$ cat src/rtl/core/mcef_pkg.sv
// ----------------------------------------------------------------------------
// mcef_pkg
// Shared types and constants for the exact-fraction move clipper.
// ----------------------------------------------------------------------------
package mcef_pkg;

    localparam int MAX_PLANES_DEFAULT = 64;
    localparam int QUEUE_DEPTH        = 4;
    localparam int OFFSET_W           = 6;
    localparam int FRAC_W             = 31;
    localparam int COORD_W            = 16;
    localparam int ADDR_W             = 5;
    localparam int DATA_W             = 32;

    localparam logic [2:0] REG_REL_X   = 3'd0;
    localparam logic [2:0] REG_REL_Y   = 3'd1;
    localparam logic [2:0] REG_REL_Z   = 3'd2;
    localparam logic [2:0] REG_MOVE_DX = 3'd3;
    localparam logic [2:0] REG_MOVE_DY = 3'd4;
    localparam logic [2:0] REG_MOVE_DZ = 3'd5;
    localparam logic [2:0] REG_CELL_ID = 3'd6;

    typedef struct packed {
        logic                cand;
        logic                last;
        logic                ovf;
        logic [OFFSET_W-1:0] offset;
        logic [FRAC_W-1:0]   num;
        logic [FRAC_W-1:0]   den;
    } entry_t;

endpackage

$ cat src/rtl/core/mcef_front.sv
// ----------------------------------------------------------------------------
// mcef_front
// Accepts planes, forms the two dot products and classifies each plane.
// ----------------------------------------------------------------------------
module mcef_front #(
    parameter int MAX_PLANES_PER_CELL = mcef_pkg::MAX_PLANES_DEFAULT
) (
    input  logic                 aclk,
    input  logic                 aresetn,
    input  logic                 s_valid,
    output logic                 s_ready,
    input  logic signed [15:0]   s_plane_px,
    input  logic signed [15:0]   s_plane_py,
    input  logic signed [15:0]   s_plane_pz,
    input  logic signed [15:0]   s_normal_x,
    input  logic signed [15:0]   s_normal_y,
    input  logic signed [15:0]   s_normal_z,
    input  logic                 s_plane_present,
    input  logic                 s_last_plane,
    input  logic signed [15:0]   rel_x,
    input  logic signed [15:0]   rel_y,
    input  logic signed [15:0]   rel_z,
    input  logic signed [15:0]   move_dx,
    input  logic signed [15:0]   move_dy,
    input  logic signed [15:0]   move_dz,
    input  logic                 q_full,
    output logic                 push,
    output mcef_pkg::entry_t     push_entry
);

    localparam int CW = $clog2(MAX_PLANES_PER_CELL + 1);

    logic                            a_valid_reg, a_valid_next;
    logic [31:0]                     pn_x_reg, pn_y_reg, pn_z_reg;
    logic [31:0]                     pd_x_reg, pd_y_reg, pd_z_reg;
    logic                            taken_reg, last_reg, ovf_a_reg;
    logic [mcef_pkg::OFFSET_W-1:0]   off_reg;
    logic [CW-1:0]                   seen_reg, seen_next;
    logic                            ovf_reg, ovf_next;

    logic                            accept, full_cell, ovf_item, cand, need_push, advance;
    logic signed [16:0]              ex_x, ex_y, ex_z;
    logic signed [32:0]              mn_x, mn_y, mn_z;
    logic signed [31:0]              md_x, md_y, md_z;
    logic [31:0]                     num_sum, den_sum;

    assign accept    = s_valid && s_ready;
    assign full_cell = seen_reg >= CW'(MAX_PLANES_PER_CELL);
    assign ovf_item  = ovf_reg || (s_plane_present && full_cell);

    always_comb begin
        ex_x = $signed({s_plane_px[15], s_plane_px}) - $signed({rel_x[15], rel_x});
        ex_y = $signed({s_plane_py[15], s_plane_py}) - $signed({rel_y[15], rel_y});
        ex_z = $signed({s_plane_pz[15], s_plane_pz}) - $signed({rel_z[15], rel_z});
        mn_x = ex_x * s_normal_x;
        mn_y = ex_y * s_normal_y;
        mn_z = ex_z * s_normal_z;
        md_x = s_normal_x * move_dx;
        md_y = s_normal_y * move_dy;
        md_z = s_normal_z * move_dz;
    end

    always_comb begin
        num_sum   = pn_x_reg + pn_y_reg + pn_z_reg;
        den_sum   = pd_x_reg + pd_y_reg + pd_z_reg;
        cand      = taken_reg && (den_sum != 32'd0) && !den_sum[31] && !num_sum[31];
        need_push = a_valid_reg && (cand || last_reg);
        advance   = !need_push || !q_full;
        s_ready   = advance;
        push      = need_push && !q_full;
        push_entry.cand   = cand;
        push_entry.last   = last_reg;
        push_entry.ovf    = ovf_a_reg;
        push_entry.offset = off_reg;
        push_entry.num    = num_sum[30:0];
        push_entry.den    = den_sum[30:0];
    end

    always_comb begin
        a_valid_next = a_valid_reg;
        seen_next    = seen_reg;
        ovf_next     = ovf_reg;
        if (advance) begin
            a_valid_next = 1'b0;
        end
        if (accept) begin
            a_valid_next = 1'b1;
            if (s_plane_present && !full_cell) begin
                seen_next = seen_reg + CW'(1);
            end
            ovf_next = ovf_item;
            if (s_last_plane) begin
                seen_next = '0;
                ovf_next  = 1'b0;
            end
        end
    end

    always_ff @(posedge aclk) begin
        if (!aresetn) begin
            a_valid_reg <= 1'b0;
            seen_reg    <= '0;
            ovf_reg     <= 1'b0;
        end else begin
            a_valid_reg <= a_valid_next;
            seen_reg    <= seen_next;
            ovf_reg     <= ovf_next;
        end
    end

    always_ff @(posedge aclk) begin
        if (accept) begin
            pn_x_reg  <= mn_x[31:0];
            pn_y_reg  <= mn_y[31:0];
            pn_z_reg  <= mn_z[31:0];
            pd_x_reg  <= md_x;
            pd_y_reg  <= md_y;
            pd_z_reg  <= md_z;
            taken_reg <= s_plane_present && !full_cell;
            last_reg  <= s_last_plane;
            ovf_a_reg <= ovf_item;
            off_reg   <= mcef_pkg::OFFSET_W'(seen_reg);
        end
    end

endmodule

$ cat config.mk
export PLATFORM = sky130hd
export DESIGN_NAME = mcef_front
export DESIGN_NICKNAME = d
export VERILOG_FILES = /design/src/rtl/core/mcef_pkg.sv /design/src/rtl/core/mcef_front.sv
export SDC_FILE = /design/constraint.sdc
export NUM_CORES = 2
export LEC_CHECK = 0
export ABC_AREA = 1
export BUFFER_PORTS_ARGS = -buffer_cell sky130_fd_sc_hd__buf_2
export CAP_MARGIN = 25
export CORE_ASPECT_RATIO = 1.5
export CORE_UTILIZATION = 50
export DETAILED_ROUTE_END_ITERATION = 6
export GPL_TIMING_DRIVEN = 0
export PLACE_DENSITY = 0.71
export SLEW_MARGIN = 0
export SYNTH_ARGS = -nofsm -noshare
export SYNTH_HDL_FRONTEND = slang
export SYNTH_SLANG_ARGS = --single-unit
$ cat constraint.sdc
create_clock -name aclk -period 23.8 [get_ports aclk]
set_clock_uncertainty 0.2 [all_clocks]
set_input_delay 4.76 -clock aclk [delete_from_list [all_inputs] [get_ports aclk]]
set_output_delay 4.76 -clock aclk [all_outputs]
set_load 0.02 [all_outputs]
==> out/qor.yml <==
critical_path:
  crit_required_ns: 23.89
  critPathArrivalTime_ns: 13.93
  timing.rr.start: "pn_x_reg[0]"
  worstPathMaxFanout: 10
  path_class: "in2reg"
  crit_path_top_delay_cell: "clkbuf_1"
  startpoint: "s_plane_pz[0]"
  startpoint_type: "primary input"
  cp-end-kind: "flip-flop"
  cp_top_family: "adder cells"
  crit_buf_inv: 10
  cp_slowest_stage_delay_ns: 0.56
timing:
  max_freq_ghz: 0.0723
  setup_viol: 0
  fin_crit_ns: 13.84
  worstMarginPinSlew_ns: 1.06
  final-max-slew-violation-count: 0
  rsz0062_at_grt: "no"
  period_share_pct: 58.2
  setup_tns_ns: 0
  max_slew_margin_pct: 29.0
  finalHoldViolCount: 0
logic_synthesis:
  ys_ff_latch: 210
  synth_flop_cell: "edfxtp_1"
  synthArstFlopShare_pct: 0
  yosysSeqAreaShare_pct: 8.47
  synth_area_mm2: 0.0734
  post_synth.cell_area_avg_um2: 8.46
  postSynthCellCount: 8672
  syn_nets: 11100
  synth-edff-count: 201
  synthDistinctLibCells: 57
  ys_warn_count: 0
floorplanning:
  die_w_um: 315
  fp.dieH_um: 471
  core_area_mm2: 0.145
  dieArea_mm2: 0.148
  initial_core_util_pct: 50.5
  pin_count: 271
  rows: 171
grt:
  grt_pass1_wl_mm: 340
  track_usage_pct: 30.2
  met2_usage_pct: 51.9
  grt_max_degree: 120
  antenna_found_initial: 9
  globalRouteMet1Util_pct: 35.9
  grt-busiest-layer: "met2"
  grt_pass1_vias: 61800
  grt_use_met3_pct: 4.76
  grt.overflow.total: 0
clocking:
  cts_sinks: 210
  clk-insertion-delay-late_ns: 0.57
  clk_path_buf_depth: 3
  cts_tree: "built"
  clk_pin_slew_ns: 0.06
  cts_root_buf: "clkbuf_16"
  cts_buffers: 25
  cts_setup_buffers: 0
  cts_max_level: 1
  postCtsHoldBufs: 0
  cts.repair.resized: 0
place:
  dp_cells: 10800
  io_buffer_count: 195
  gp_congestion: 1.01
  dpl.hpwl_mm: 189
status:
  outcome: "finished with violations"
  violations: "design-rule violations"
cells_and_area:
  fin_util_pct: 53.5
  fin_nets: 11300
  drive_gt1_share_pct: 4.14
  fin_cells: 10800
  syn2layout_area_growth_pct: 5.90
worst_hold_path:
  min_from: "ovf_reg"
  hp-class: "reg2reg"
detailed_routing:
  routed-via-count: 56800
  route.detailed.drc: 108
  drt_iter0_drc: 3864
  detail_route.vias_per_cell: 5.25
  totalWireLength_mm: 218
  wl_per_cell_um: 20.1
  drtAntennaViolNets: 0
  first_pass_iters: 7
run:
  drv_cap: 0
## path summary, 6_finish.rpt
path / slack [ns] / cells after the start / end
max reg2reg: 18.25 / 25 / pn_x_reg[9]
max: 9.96 / 41 / pn_z_reg[31]
min reg2reg: 0.27 / 2 / ovf_reg
min: 0.27 / 2 / ovf_reg
## worst min-delay path, stage by stage, from the launching register on
cell and delay (ns):
dfxtp_1 0.31, nand2_1 0.06, a21oi_1 0.06
## cell usage after synthesis, types with 18 or more instances
cell      number  area share [%]
inv_1       2466              13
clkinv_1      27            0.14
ha_1         605              10
clkbuf_1     245             1.3
a21o_1        18            0.18
or2_2         26            0.22
xor2_1       194             2.3
nand3_1       78            0.53
nor2_1       590             3.0
o21ai_1       36            0.25
o21ai_0       88            0.60
a21oi_1      306             2.1
nand2_1     1726             8.8
nand4_1       27            0.23
nand2_2       26            0.22
nor3_1        19            0.13
fa_1        1643              45
xnor2_1      140             1.7
edfxtp_1     201             8.2
## per-layer routing
layer	vias to the layer above	share of wire, %
met3	620	7.0
met1	28600	37
met5	-	0.012
met4	4	6.9
met2	2124	50
li1	25500	-
## cell families (layout without fill, tap and decap cells)
kind of cell | count (synthesis) | count (layout) | synth area share (%)
AOI/OAI and AO/OA | 545 | 545 | 4.19
xor gates and xnor gates | 338 | 338 | 4.11
adders and majority gates | 2248 | 2248 | 55.1
buffers and inverters | 2772 | 3021 | 14.2
DFF | 210 | 210 | 8.47
other | 0 | 4 | 0
and+or+nand+nor | 2559 | 2559 | 13.9
## cell usage in the layout, fill, tap and decap left out, types with 13 or more instances in the layout
| cell type | netlist | routed |
|---|---|---|
| a21o_1 | 18 | 18 |
| a21oi_1 | 306 | 306 |
| a31oi_1 | 13 | 13 |
| buf_1 | 15 | 15 |
| buf_2 | 2 | 197 |
| clkbuf_1 | 245 | 251 |
| clkbuf_16 | 0 | 25 |
| clkinv_1 | 27 | 31 |
| edfxtp_1 | 201 | 201 |
| fa_1 | 1643 | 1643 |
| ha_1 | 605 | 605 |
| inv_1 | 2466 | 2465 |
| nand2_1 | 1726 | 1726 |
| nand2_2 | 26 | 26 |
| nand3_1 | 78 | 78 |
| nand4_1 | 27 | 27 |
| nor2_1 | 590 | 590 |
| nor3_1 | 19 | 19 |
| o21ai_0 | 88 | 88 |
| o21ai_1 | 36 | 36 |
| o21bai_1 | 15 | 15 |
| or2_2 | 26 | 26 |
| xnor2_1 | 140 | 140 |
| xor2_1 | 194 | 192 |
## stage by stage
step	cell area [um2]	worst slack (ns)	hold slack [ns]
floorplan	73400	11.58	0.237
global placement	76700	9.62	0.253
detailed placement	76800	9.53	0.265
CTS	77700	10.08	0.273
global route	77700	9.76	0.307
finish	77700	9.96	0.275
## final cells by class
type / instances / area (um2)
Antenna cell: 4 / 10.0
Buffer: 267 / 1030
Clock buffer: 32 / 662
Clock inverter: 14 / 189
Fill cell: 13600 / 67600
Inverter: 2505 / 9410
Multi-Input combinational cell: 5690 / 56800
Sequential cell: 210 / 6220
Tap cell: 1903 / 2380
Timing Repair Buffer: 203 / 1060
Power is not shown: default switching activity piles up to over one toggle a cycle in this logic, so the estimate is an artifact.
