**src/rtl/core/mcef_pkg.sv**
```systemverilog
// ----------------------------------------------------------------------------
// mcef_pkg
// Shared types and constants for the exact-fraction move clipper.
// ----------------------------------------------------------------------------
package mcef_pkg;

    localparam int MAX_PLANES_DEFAULT = 64;
    localparam int QUEUE_DEPTH        = 4;
    localparam int OFFSET_W           = 6;
    localparam int FRAC_W             = 31;
    localparam int COORD_W            = 16;
    localparam int ADDR_W             = 5;
    localparam int DATA_W             = 32;

    localparam logic [2:0] REG_REL_X   = 3'd0;
    localparam logic [2:0] REG_REL_Y   = 3'd1;
    localparam logic [2:0] REG_REL_Z   = 3'd2;
    localparam logic [2:0] REG_MOVE_DX = 3'd3;
    localparam logic [2:0] REG_MOVE_DY = 3'd4;
    localparam logic [2:0] REG_MOVE_DZ = 3'd5;
    localparam logic [2:0] REG_CELL_ID = 3'd6;

    typedef struct packed {
        logic                cand;
        logic                last;
        logic                ovf;
        logic [OFFSET_W-1:0] offset;
        logic [FRAC_W-1:0]   num;
        logic [FRAC_W-1:0]   den;
    } entry_t;

endpackage

```
**src/rtl/core/mcef_queue.sv**
```systemverilog
// ----------------------------------------------------------------------------
// mcef_queue
// Short FIFO of classified planes between the front and the back.
// ----------------------------------------------------------------------------
module mcef_queue (
    input  logic             aclk,
    input  logic             aresetn,
    input  logic             push,
    input  mcef_pkg::entry_t push_entry,
    output logic             full,
    input  logic             pop,
    output mcef_pkg::entry_t head,
    output logic             empty
);

    localparam int DEPTH = mcef_pkg::QUEUE_DEPTH;
    localparam int AW    = $clog2(DEPTH);

    mcef_pkg::entry_t mem_reg [DEPTH];
    logic [AW-1:0]    wr_ptr_reg, wr_ptr_next, rd_ptr_reg, rd_ptr_next;
    logic [AW:0]      count_reg, count_next;

    assign full  = count_reg == (AW + 1)'(DEPTH);
    assign empty = count_reg == '0;
    assign head  = mem_reg[rd_ptr_reg];

    always_comb begin
        wr_ptr_next = wr_ptr_reg;
        rd_ptr_next = rd_ptr_reg;
        count_next  = count_reg;
        if (push) begin
            wr_ptr_next = (wr_ptr_reg == AW'(DEPTH - 1)) ? '0 : wr_ptr_reg + AW'(1);
        end
        if (pop) begin
            rd_ptr_next = (rd_ptr_reg == AW'(DEPTH - 1)) ? '0 : rd_ptr_reg + AW'(1);
        end
        if (push && !pop) begin
            count_next = count_reg + (AW + 1)'(1);
        end else if (pop && !push) begin
            count_next = count_reg - (AW + 1)'(1);
        end
    end

    always_ff @(posedge aclk) begin
        if (!aresetn) begin
            wr_ptr_reg <= '0;
            rd_ptr_reg <= '0;
            count_reg  <= '0;
        end else begin
            wr_ptr_reg <= wr_ptr_next;
            rd_ptr_reg <= rd_ptr_next;
            count_reg  <= count_next;
        end
    end

    always_ff @(posedge aclk) begin
        if (push) begin
            mem_reg[wr_ptr_reg] <= push_entry;
        end
    end

endmodule

```
**config.mk**
```make
export PLATFORM = sky130hd
export DESIGN_NAME = mcef_queue
export DESIGN_NICKNAME = d
export VERILOG_FILES = /design/src/rtl/core/mcef_pkg.sv /design/src/rtl/core/mcef_queue.sv
export SDC_FILE = /design/constraint.sdc
export NUM_CORES = 1
export LEC_CHECK = 0
export BUFFER_PORTS_ARGS = -buffer_cell sky130_fd_sc_hd__buf_2
export CAP_MARGIN = 20
export CORE_ASPECT_RATIO = 0.6
export CORE_MARGIN = 10
export CORE_UTILIZATION = 56
export DETAILED_ROUTE_END_ITERATION = 8
export MAX_ROUTING_LAYER = met4
export PLACE_DENSITY = 0.84
export SLEW_MARGIN = 30
export SYNTH_ARGS = -nofsm -noshare
export SYNTH_HDL_FRONTEND = slang
export SYNTH_SLANG_ARGS = --single-unit
```
**constraint.sdc**
```tcl
create_clock -name aclk -period 3.57 [get_ports aclk]
set_input_delay 0.5355 -clock aclk [delete_from_list [all_inputs] [get_ports aclk]]
set_output_delay 0.5355 -clock aclk [all_outputs]
set_load 0.05 [all_outputs]
```
==> results of run 1 <==
==> critical path, stage by stage (launching register included) <==
cell and delay, ns:
dfxtp_4 0.63, buf_4 0.43, mux4_2 0.56, buf_2 0.23
==> layer usage <==
| metal | global-route usage (%) | vias to the layer above |
|---|---|---|
| li1 | - | 2106 |
| met1 | 22.6 | 2554 |
| met2 | 23.9 | 166 |
| met3 | 3.93 | 35 |
| met4 | 3.22 | 0 |
| met5 | - | - |
==> logic make-up after synthesis <==
family,after synthesis
buf+inv,20
simple gates,15
xor+xnor,2
mux,75
compound gates,3
flops,293
fa+ha+maj,7
==> worst min-delay path by stage <==
stage | startpoint | to | depth (start not counted)
floorplan | count_reg[2]$_SDFFE_PN0P_ | count_reg[2]$_SDFFE_PN0P_ | 2
global placement | count_reg[2]$_SDFFE_PN0P_ | count_reg[2]$_SDFFE_PN0P_ | 2
detailed placement | count_reg[2]$_SDFFE_PN0P_ | count_reg[2]$_SDFFE_PN0P_ | 2
CTS | push_entry[22] | mem_reg[3][22]$_DFFE_PP_ | 1
global route | push_entry[3] | mem_reg[1][3]$_DFFE_PP_ | 1
finish | push_entry[70] | mem_reg[2][70]$_DFFE_PP_ | 1
==> layout make-up <==
type	count	area [um^2]	share of cell area, %
sequential	293	8720	69.4
multi-input combinational	102	1880	14.9
timing repair buffer	154	863	6.87
clock buffer	33	698	5.56
tap	246	308	2.45
clock inverter	12	82.6	0.657
inverter	4	15.0	0.119
antenna	3	7.51	0.0597
==> cells in the final DEF (no fill, tap or decap), types with 2 or more instances in the layout <==
cell type,count
mux2i_1,4
dfxtp_4,2
clkbuf_16,27
clkinvlp_4,2
mux4_2,70
dfxtp_1,7
diode_2,3
ha_1,6
clkinv_2,3
nor3_1,2
edfxtp_1,284
inv_1,4
and2_4,4
buf_2,147
nor2b_1,5
clkinv_1,6
clkbuf_1,6
buf_12,6
==> report_power, final <==
group	leakage, nW	internal [mW]	switching, mW
logic	1.17	0.296	0.679
clock network	0.375	1.45	1.13
registers	2.68	3.94	0.0630
==> per-stage QoR <==
| stage | power [mW] | setup slack (ns) | cell area [um^2] | utilization, % | instances |
|---|---|---|---|---|---|
| finish | 7.55 | 0.647 | 12600 | 66.2 | 847 |
| global route | 7.81 | 0.451 | 12600 | 66.2 | 847 |
| CTS | 7.62 | 0.547 | 12600 | 66.2 | 844 |
| detailed placement | 5.07 | 1.10 | 11800 | 62.0 | 799 |
| global placement | 5.01 | 1.15 | 11700 | 61.5 | 794 |
| floorplan | 4.80 | 0.923 | 10800 | - | 415 |
==> metrics.md, run 1 <==
| Metric | Value |
|---|---|
| Status | `finished, final reports clean` |
| Reg2reg start | `wr_ptr_reg[0]$_SDFFE_PN0P_` |
| Die Y | `127 um` |
| Clock sink count | `293` |
| Antenna violations before repair | `3` |
| CP endpoint | `head[2]` |
| First-pass DRT Iterations | `4` |
| Final Wtd Congestion | `about 0.7` |
| Layout cell share with drive strength beyond 1 | `a little over two fifths` |
| CP arrival | `between 2 and 2.5 ns` |
| DRT iter0 DRCs | `370` |
| Gr ovfl total | `0` |
| Area share of and/or/nand/nor cells after synthesis | `less than 1%` |
| CTS tree | `yes` |
| DRC | `0` |
| I/O Pins | `about 150` |
| CTS Buf Count | `26` |
| Die X | `~200 um` |
| Vias | `4,861` |
| Cell area power density | `601 nW/um^2` |
| Gr usage total | `approximately 16%` |
| Die area | `25,400 um^2` |
| R2r worst-path depth | `4` |
| Syn Nets | `around 500` |
| Final setup skew | `0.0126 ns` |
| Layout area overhead | `16.6%` |
| Final WL | `approximately 20,000 um` |
| Synth Area per Inst | `about 26 um^2` |
| Critical Path RT | `between 3 and 4 ns` |
| Largest net degree at the start of global routing | `39` |
| Slew headroom | `62.2%` |
| DRT antenna net count | `0` |
| Root Driver | `clkbuf_16` |
| Final hold slack | `0.226 ns` |
| Number of setup buffers added after CTS | `0` |
| Vias per cell | `5.74` |
| Setup crit start kind | `flip-flop` |
| First-pass GRT wire length | `30,500 um` |
| Max_cap viols | `0` |
| Worst VDD drop | `around 0.0004 V` |
| Hold Crit Class | `primary input to flip-flop` |
| Post_cts resized | `0` |
| Initial cell density of the core | `between 50 and 60%` |
| WL/cell | `23.4 um` |
| Netlist cell types | `23` |
| CP Class | `flip-flop to output port` |
| Final TNS setup | `0 ns` |
| Adder-cell share of the synthesized area | `less than 1%` |
| Top FF cell, synth | `edfxtp_1` |
| Pins Over Slew Limit | `0` |
| Met2 WL | `around 9400 um` |
| Slew @ Worst Pin | `0.567 ns` |
| CTS HTree Levels | `1` |
| Mux share of post-synthesis cell area | `15.2%` |
| Core Region | `19,000 um^2` |
| Synthesized area | `approximately 11,000 um^2` |
| Post-synth top area cell | `edfxtp_1` |
| Max reg flops | `around 280` |
| Fmax achieved | `about 340 MHz` |
| Metal3 WL | `about 1400 um` |
| Most numerous cell in the Yosys netlist | `edfxtp_1` |
| Synth area leaders | `edfxtp_1, mux4_2, dfxtp_1` |
| # fillers | `1,178` |
| Post-synth EDFFs | `284` |
| Cts hold-fix bufs | `0` |
| Worst-path fanout max | `22` |
| Reg2Reg Setup Slack | `approximately 1.8 ns` |
| Critical Path End Type | `output port` |
| Ys Warns | `0` |
| Synth cell count leaders | `edfxtp_1, mux4_2, dfxtp_1` |
| Post-DP HPWL | `around 13,000 um` |
| Met1 WL | `8640 um` |
| RSZ-0062 raised after global routing | `false` |
| Largest family of logic cells by synthesized area | `multiplexers` |
| Mapped Cells | `about 420` |
| # port buffers | `147` |
| Crit share post-route | `81.9%` |
| Synth Area in Compound Gates | `less than 1%` |
| Clk_lat worst skew | `about 0.52 ns` |
| Vias in the first global route | `approximately 5.1k` |
| Asr flop ratio synth | `0%` |
| FP Rows | `39` |
| Reg2reg end | `mem_reg[0][39]$_DFFE_PP_` |
| Top Layer Used | `met4` |
| Nets | `663` |
| Share of the synthesized area in the top cell type | `between 70% and 80%` |
| LEAKAGE | `4.23 nW` |
| Sequential share of the synthesized area | `between 80% and 90%` |
| Post-synthesis xor/xnor area fraction | `less than 1%` |
| Setup-failing EPs final | `0` |
| Max Root-Sink Buffers | `3` |
| Clock transition at path regs | `approximately 0.07 ns` |
| Period minus WS final | `2.92 ns` |
| Yosys reg bits | `293` |
| Hold Violations, Final | `0` |
No activity file was read; power rests on OpenSTA's default activity.
==> run 2, diff against run 1 <==
Clock period 3.57 ns to 3 ns, I/O delays scaled along.
==> run 2 against run 1 <==
First-iteration DRC count is 25% higher; global-route usage is 0.29 points higher; final cell count is 0.47% higher; worst setup slack worse by 0.32 ns; critical endpoint is now head[44]; sequential cell count stayed put; via count is 0.35% higher; largest cell class unchanged; utilization is 0.68 points higher; critical path type unchanged; clock-buffer cell count is 2 lower; non-clock buffer count stayed put.
==> metrics.md, run 2 (synthesis gave the netlist of run 1 again) <==
| Metric | Value |
|---|---|
| Final WL | `just over 20,000 um` |
| Reg2Reg Setup Slack | `1.19 ns` |
| Period minus WS final | `about 2.7 ns` |
| Clock sink count | `roughly 300` |
| Nets | `around 660` |
| Largest net degree at the start of global routing | `39` |
| Max Root-Sink Buffers | `3` |
| CTS Buf Count | `26` |
| I/O Pins | `~150` |
| Initial cell density of the core | `around 57%` |
| Hold Crit Depth | `1` |
| Worst VDD drop | `between 0.0005 and 0.0006 V` |
| # port buffers | `approximately 150` |
| Gr ovfl total | `0` |
| Hold Violations, Final | `0` |
| Gr usage total | `between 10% and 20%` |
| Antenna violations before repair | `6` |
| Setup-failing EPs final | `0` |
| CTS HTree Levels | `1` |
| LEAKAGE | `between 4 and 5 nW` |
| Final instance area | `roughly 13,000 um^2` |
| First-pass GRT wire length | `just over 30,000 um` |
| R2r worst-path depth | `3` |
| Max_cap viols | `0` |
| Die X | `between 150 and 200 um` |
| Reg2reg start | `wr_ptr_reg[0]$_SDFFE_PN0P_` |
| CP Cell Sequence | `buf_12, mux4_2, buf_2` |
| Layout cell share with drive strength beyond 1 | `about 45%` |
| Share of total power in combinational logic | `between 10% and 20%` |
| Vias in the first global route | `approximately 5.2k` |
| Fmax achieved | `about 370 MHz` |
| CTS tree | `yes` |
| Max reg flops | `around 280` |
| Post-route setup slack | `around 0.33 ns` |
| DRT iter0 DRCs | `463` |
| CP arrival | `around 2.2 ns` |
| RSZ-0062 raised after global routing | `false` |
| Final setup skew | `approximately 0.01 ns` |
| Most common library cell in the layout ignoring fill and taps | `edfxtp_1` |
| Post-DP HPWL | `13,000 um` |
| Crit path largest cell delay | `approximately 0.57 ns` |
| Core Region | `about 19,000 um^2` |
| Clk_lat worst skew | `0.52 ns` |
| Finished Core Util | `roughly two thirds` |
| Pins Over Slew Limit | `0` |
| Post_cts resized | `0` |
| Cts hold-fix bufs | `0` |
| Crit share post-route | `89.1%` |
| Vias per cell | `about 5.7` |
| Vias | `4,878` |
| DRC | `0` |
| CP Class | `flip-flop to output port` |
| Setup WS pre-CTS | `a little over 0.8 ns` |
| WL/cell | `approximately 24 um` |
| Hold Crit Class | `primary input to flip-flop` |
| Final hold slack | `roughly 0.14 ns` |
| Status | `finished, final reports clean` |
| Cell area power density | `about 740 nW/um^2` |
| Clock transition at path regs | `~0.07 ns` |
| Slew @ Worst Pin | `between 0.5 and 0.6 ns` |
| Sw Ratio | `24.2%` |
| Slew headroom | `roughly 63%` |
| Reg2reg end | `mem_reg[3][53]$_DFFE_PP_` |
| FP Rows | `39` |
| Int Pwr | `around 7.1 mW` |
| Most frequent cells in the layout | `edfxtp_1, buf_2, mux4_2, clkbuf_16` |
| First-pass DRT Iterations | `4` |
| Die area | `25,400 um^2` |
| Final TNS setup | `0 ns` |
| Die Y | `127 um` |
| Final Wtd Congestion | `about 0.73` |
| DRT antenna net count | `0` |
| Sequential Power Share | `between 50 and 60%` |
| CP top delay family | `flip-flops` |
| CP Depth | `3` |
| Clk pwr share | `36.7%` |
| Critical Path RT | `approximately 2.6 ns` |
| Root Driver | `clkbuf_16` |
| Switch Pwr | `between 2 and 2.5 mW` |
| CP endpoint | `head[44]` |
| Slowest CP cell | `dfxtp_4` |
| Critical path buffers and inverters | `2` |
| Number of setup buffers added after CTS | `0` |
| Placed Instance Area | `about 12,000 um^2` |
| Setup crit start kind | `flip-flop` |
| Layout area overhead | `17.8%` |
| Critical Path End Type | `output port` |
| Worst-path fanout max | `31` |
-- run 2: worst min-delay path by stage --
stage                                          start                   endpoint  slack [ns]
final                                 push_entry[29]   mem_reg[3][29]$_DFFE_PP_        0.14
after global routing                   push_entry[2]    mem_reg[0][2]$_DFFE_PP_        0.12
after CTS                             push_entry[54]   mem_reg[0][54]$_DFFE_PP_        0.12
after detailed placement  rd_ptr_reg[1]$_SDFFE_PN0P_                  flip-flop        0.53
after global placement     count_reg[2]$_SDFFE_PN0P_  count_reg[2]$_SDFFE_PN0P_        0.48
after floorplan            count_reg[2]$_SDFFE_PN0P_  count_reg[2]$_SDFFE_PN0P_        0.47
-- run 2: power groups by stage --
stage,sequential [mW],clock [mW],combinational [mW]
after floorplan,4.82,0,0.893
after global placement,4.83,0,1.16
after detailed placement,4.85,0,1.18
after CTS,4.76,3.51,1.19
after global routing,4.77,3.67,1.23
final,4.76,3.44,1.17
-- run 2: area by class of cell --
class                           instances  area, um^2
Inverter                                4        15.0
Multi-Input combinational cell        102        1880
Antenna cell                            6        15.0
Clock inverter                         15         199
Sequential cell                       293        8720
Tap cell                              246         308
Timing Repair Buffer                  154         876
Fill cell                            1173        6290
Clock buffer                           31         691
-- run 2: through the flow --
stage / cells / total power [mW]
3_3_place_gp: 799 / 5.99
3_5_place_dp: 799 / 6.03
2_1_floorplan: 415 / 5.71
6_report: 851 / 9.37
5_1_grt: 851 / 9.68
4_1_cts: 845 / 9.46
-- run 2: per-layer routing --
| metal | track usage, % | up-vias | wire, um |
|---|---|---|---|
| li1 | - | 2116 | - |
| met3 | 4.98 | 26 | 1950 |
| met1 | 22.0 | 2535 | 8440 |
| met2 | 24.7 | 201 | 9650 |
| met4 | 2.99 | 0 | 330 |
| met5 | - | - | 0 |
==> run 3, diff against run 2 <==
Settings changed: ABC_CLOCK_PERIOD_IN_PS from default to 3000, CTS_CLUSTER_SIZE from default to 8, MAX_ROUTING_LAYER met4 to default.
==> run 3 against run 2 <==
Non-clock buffer count did not move; total power up 6.5%; first-iteration DRC count fell by 13%; highest routed layer is now met5; combinational power barely moved; clock skew shrank 0.00053 ns.
==> metrics.md, run 3 (synthesis gave the netlist of run 1 again) <==
| Metric | Value |
|---|---|
| Critical Path End Type | `output port` |
| # port buffers | `147` |
| WL/cell | `between 20 and 25 um` |
| Antenna violations before repair | `6` |
| Final WL | `20,800 um` |
| Status | `finished, final reports clean` |
| Final TNS setup | `0 ns` |
| Worst VDD drop | `0.000560 V` |
| Initial cell density of the core | `roughly 57%` |
| Layout cell share with drive strength beyond 1 | `45.5%` |
| Clock transition at path regs | `0.05 ns` |
| Cts hold-fix bufs | `0` |
| Nets | `between 600 and 700` |
| Worst-path fanout max | `31` |
| CTS Buf Count | `42` |
| CTS HTree Levels | `2` |
| DRT iter0 DRCs | `401` |
| Finished Core Util | `approximately two thirds` |
| Max Root-Sink Buffers | `3` |
| CP arrival | `approximately 2.2 ns` |
| Clock sink count | `between 200 and 300` |
| Critical Path RT | `between 2 and 3 ns` |
| Vias in the first global route | `roughly 5.3k` |
| Max_cap viols | `0` |
| Hold Crit Depth | `1` |
| CP Class | `flip-flop to output port` |
| Reg2reg end | `mem_reg[3][52]$_DFFE_PP_` |
| Gr usage total | `16.2%` |
| Vias per cell | `between 5 and 6` |
| Power, Total | `~10 mW` |
| Post-route setup slack | `around 0.34 ns` |
| Final Wtd Congestion | `slightly above 0.7` |
| Largest net degree at the start of global routing | `39` |
| LEAKAGE | `between 4 and 5 nW` |
| Final setup skew | `0.00966 ns` |
| Setup crit start kind | `flip-flop` |
| Root Driver | `clkbuf_16` |
| Cell area power density | `approximately 770 nW/um^2` |
| Slew @ Worst Pin | `around 0.56 ns` |
| I/O Pins | `148` |
| Max reg flops | `between 200 and 300` |
| Slew headroom | `between 60 and 70%` |
| Setup-failing EPs final | `0` |
| Hold Crit Class | `primary input to flip-flop` |
| Die X | `between 150 and 200 um` |
| Setup WS pre-CTS | `around 0.81 ns` |
| Period minus WS final | `2.66 ns` |
| DRT antenna net count | `0` |
| Crit share post-route | `between 80% and 90%` |
| Fmax achieved | `376 MHz` |
| # fillers | `1,166` |
| Layout area overhead | `19.7%` |
| FP Rows | `39` |
| Gr ovfl total | `0` |
| Reg2Reg Setup Slack | `between 1 and 1.5 ns` |
| DRC | `0` |
| Vias | `a little under 5k` |
| First-pass DRT Iterations | `4` |
| Reg2reg start | `wr_ptr_reg[0]$_SDFFE_PN0P_` |
| Die area | `25,400 um^2` |
| First-pass GRT wire length | `between 30,000 and 40,000 um` |
| Core Region | `approximately 19,000 um^2` |
| CP endpoint | `head[8]` |
| Pins Over Slew Limit | `0` |
| RSZ-0062 raised after global routing | `false` |
| R2r worst-path depth | `3` |
| Most frequent cells in the layout | `edfxtp_1, buf_2, mux4_2, clkbuf_16` |
| Final hold slack | `roughly 0.17 ns` |
| Clk_lat worst skew | `around 0.50 ns` |
| Post_cts resized | `0` |
| Most common library cell in the layout ignoring fill and taps | `edfxtp_1` |
| CTS tree | `yes` |
| Number of setup buffers added after CTS | `0` |
| Die Y | `about 130 um` |
| Hold Violations, Final | `0` |
| Post-DP HPWL | `13,000 um` |
## run 3: area by class of cell
type	instances	area [um^2]	share of cell area [%]
multi-input combinational	102	1880	14.5
inverter	4	15.0	0.116
clock buffer	49	1100	8.51
timing repair buffer	154	876	6.79
antenna	2	5.00	0.0388
clock inverter	2	13.8	0.107
sequential	293	8720	67.5
tap	246	308	2.38
## run 3: routing by layer
metal / track usage, % / wire length, um / share of wire, % / vias up
met1: 21.9 / 8450 / 41 / 2539
met3: 5.93 / 2090 / 10 / 39
met2: 24.9 / 9860 / 47 / 198
met4: 3.84 / 350 / 1.7 / 6
li1: - / - / - / 2130
met5: 0 / 40 / 0.19 / -
## run 3: worst min-delay path by stage
stage / from / endpoint / slack [ns]
floorplan: count_reg[2]$_SDFFE_PN0P_ / count_reg[2]$_SDFFE_PN0P_ / 0.47
global placement: count_reg[2]$_SDFFE_PN0P_ / count_reg[2]$_SDFFE_PN0P_ / 0.48
detailed placement: rd_ptr_reg[1]$_SDFFE_PN0P_ / flip-flop / 0.53
CTS: push_entry[29] / mem_reg[3][29]$_DFFE_PP_ / 0.15
global route: push_entry[2] / mem_reg[3][2]$_DFFE_PP_ / 0.15
finish: push_entry[54] / mem_reg[0][54]$_DFFE_PP_ / 0.17
## run 3: power by group
group	internal [mW]	total (mW)	switching, mW
Combinational	0.355	1.17	0.816
Sequential	4.70	4.77	0.0732
Clock	2.53	4.03	1.51
Total	7.58	9.98	2.40
## run 3: through the flow
step	cell area [um^2]	cells
finish	12900	852
floorplan	10800	415
global route	12900	850
global placement	11800	799
detailed placement	11800	799
CTS	12900	850
## run 3: worst max-delay path: stages, from the launching register on
cell and delay [ns]:
dfxtp_4 0.57, buf_12 0.30, mux4_2 0.58, buf_2 0.24
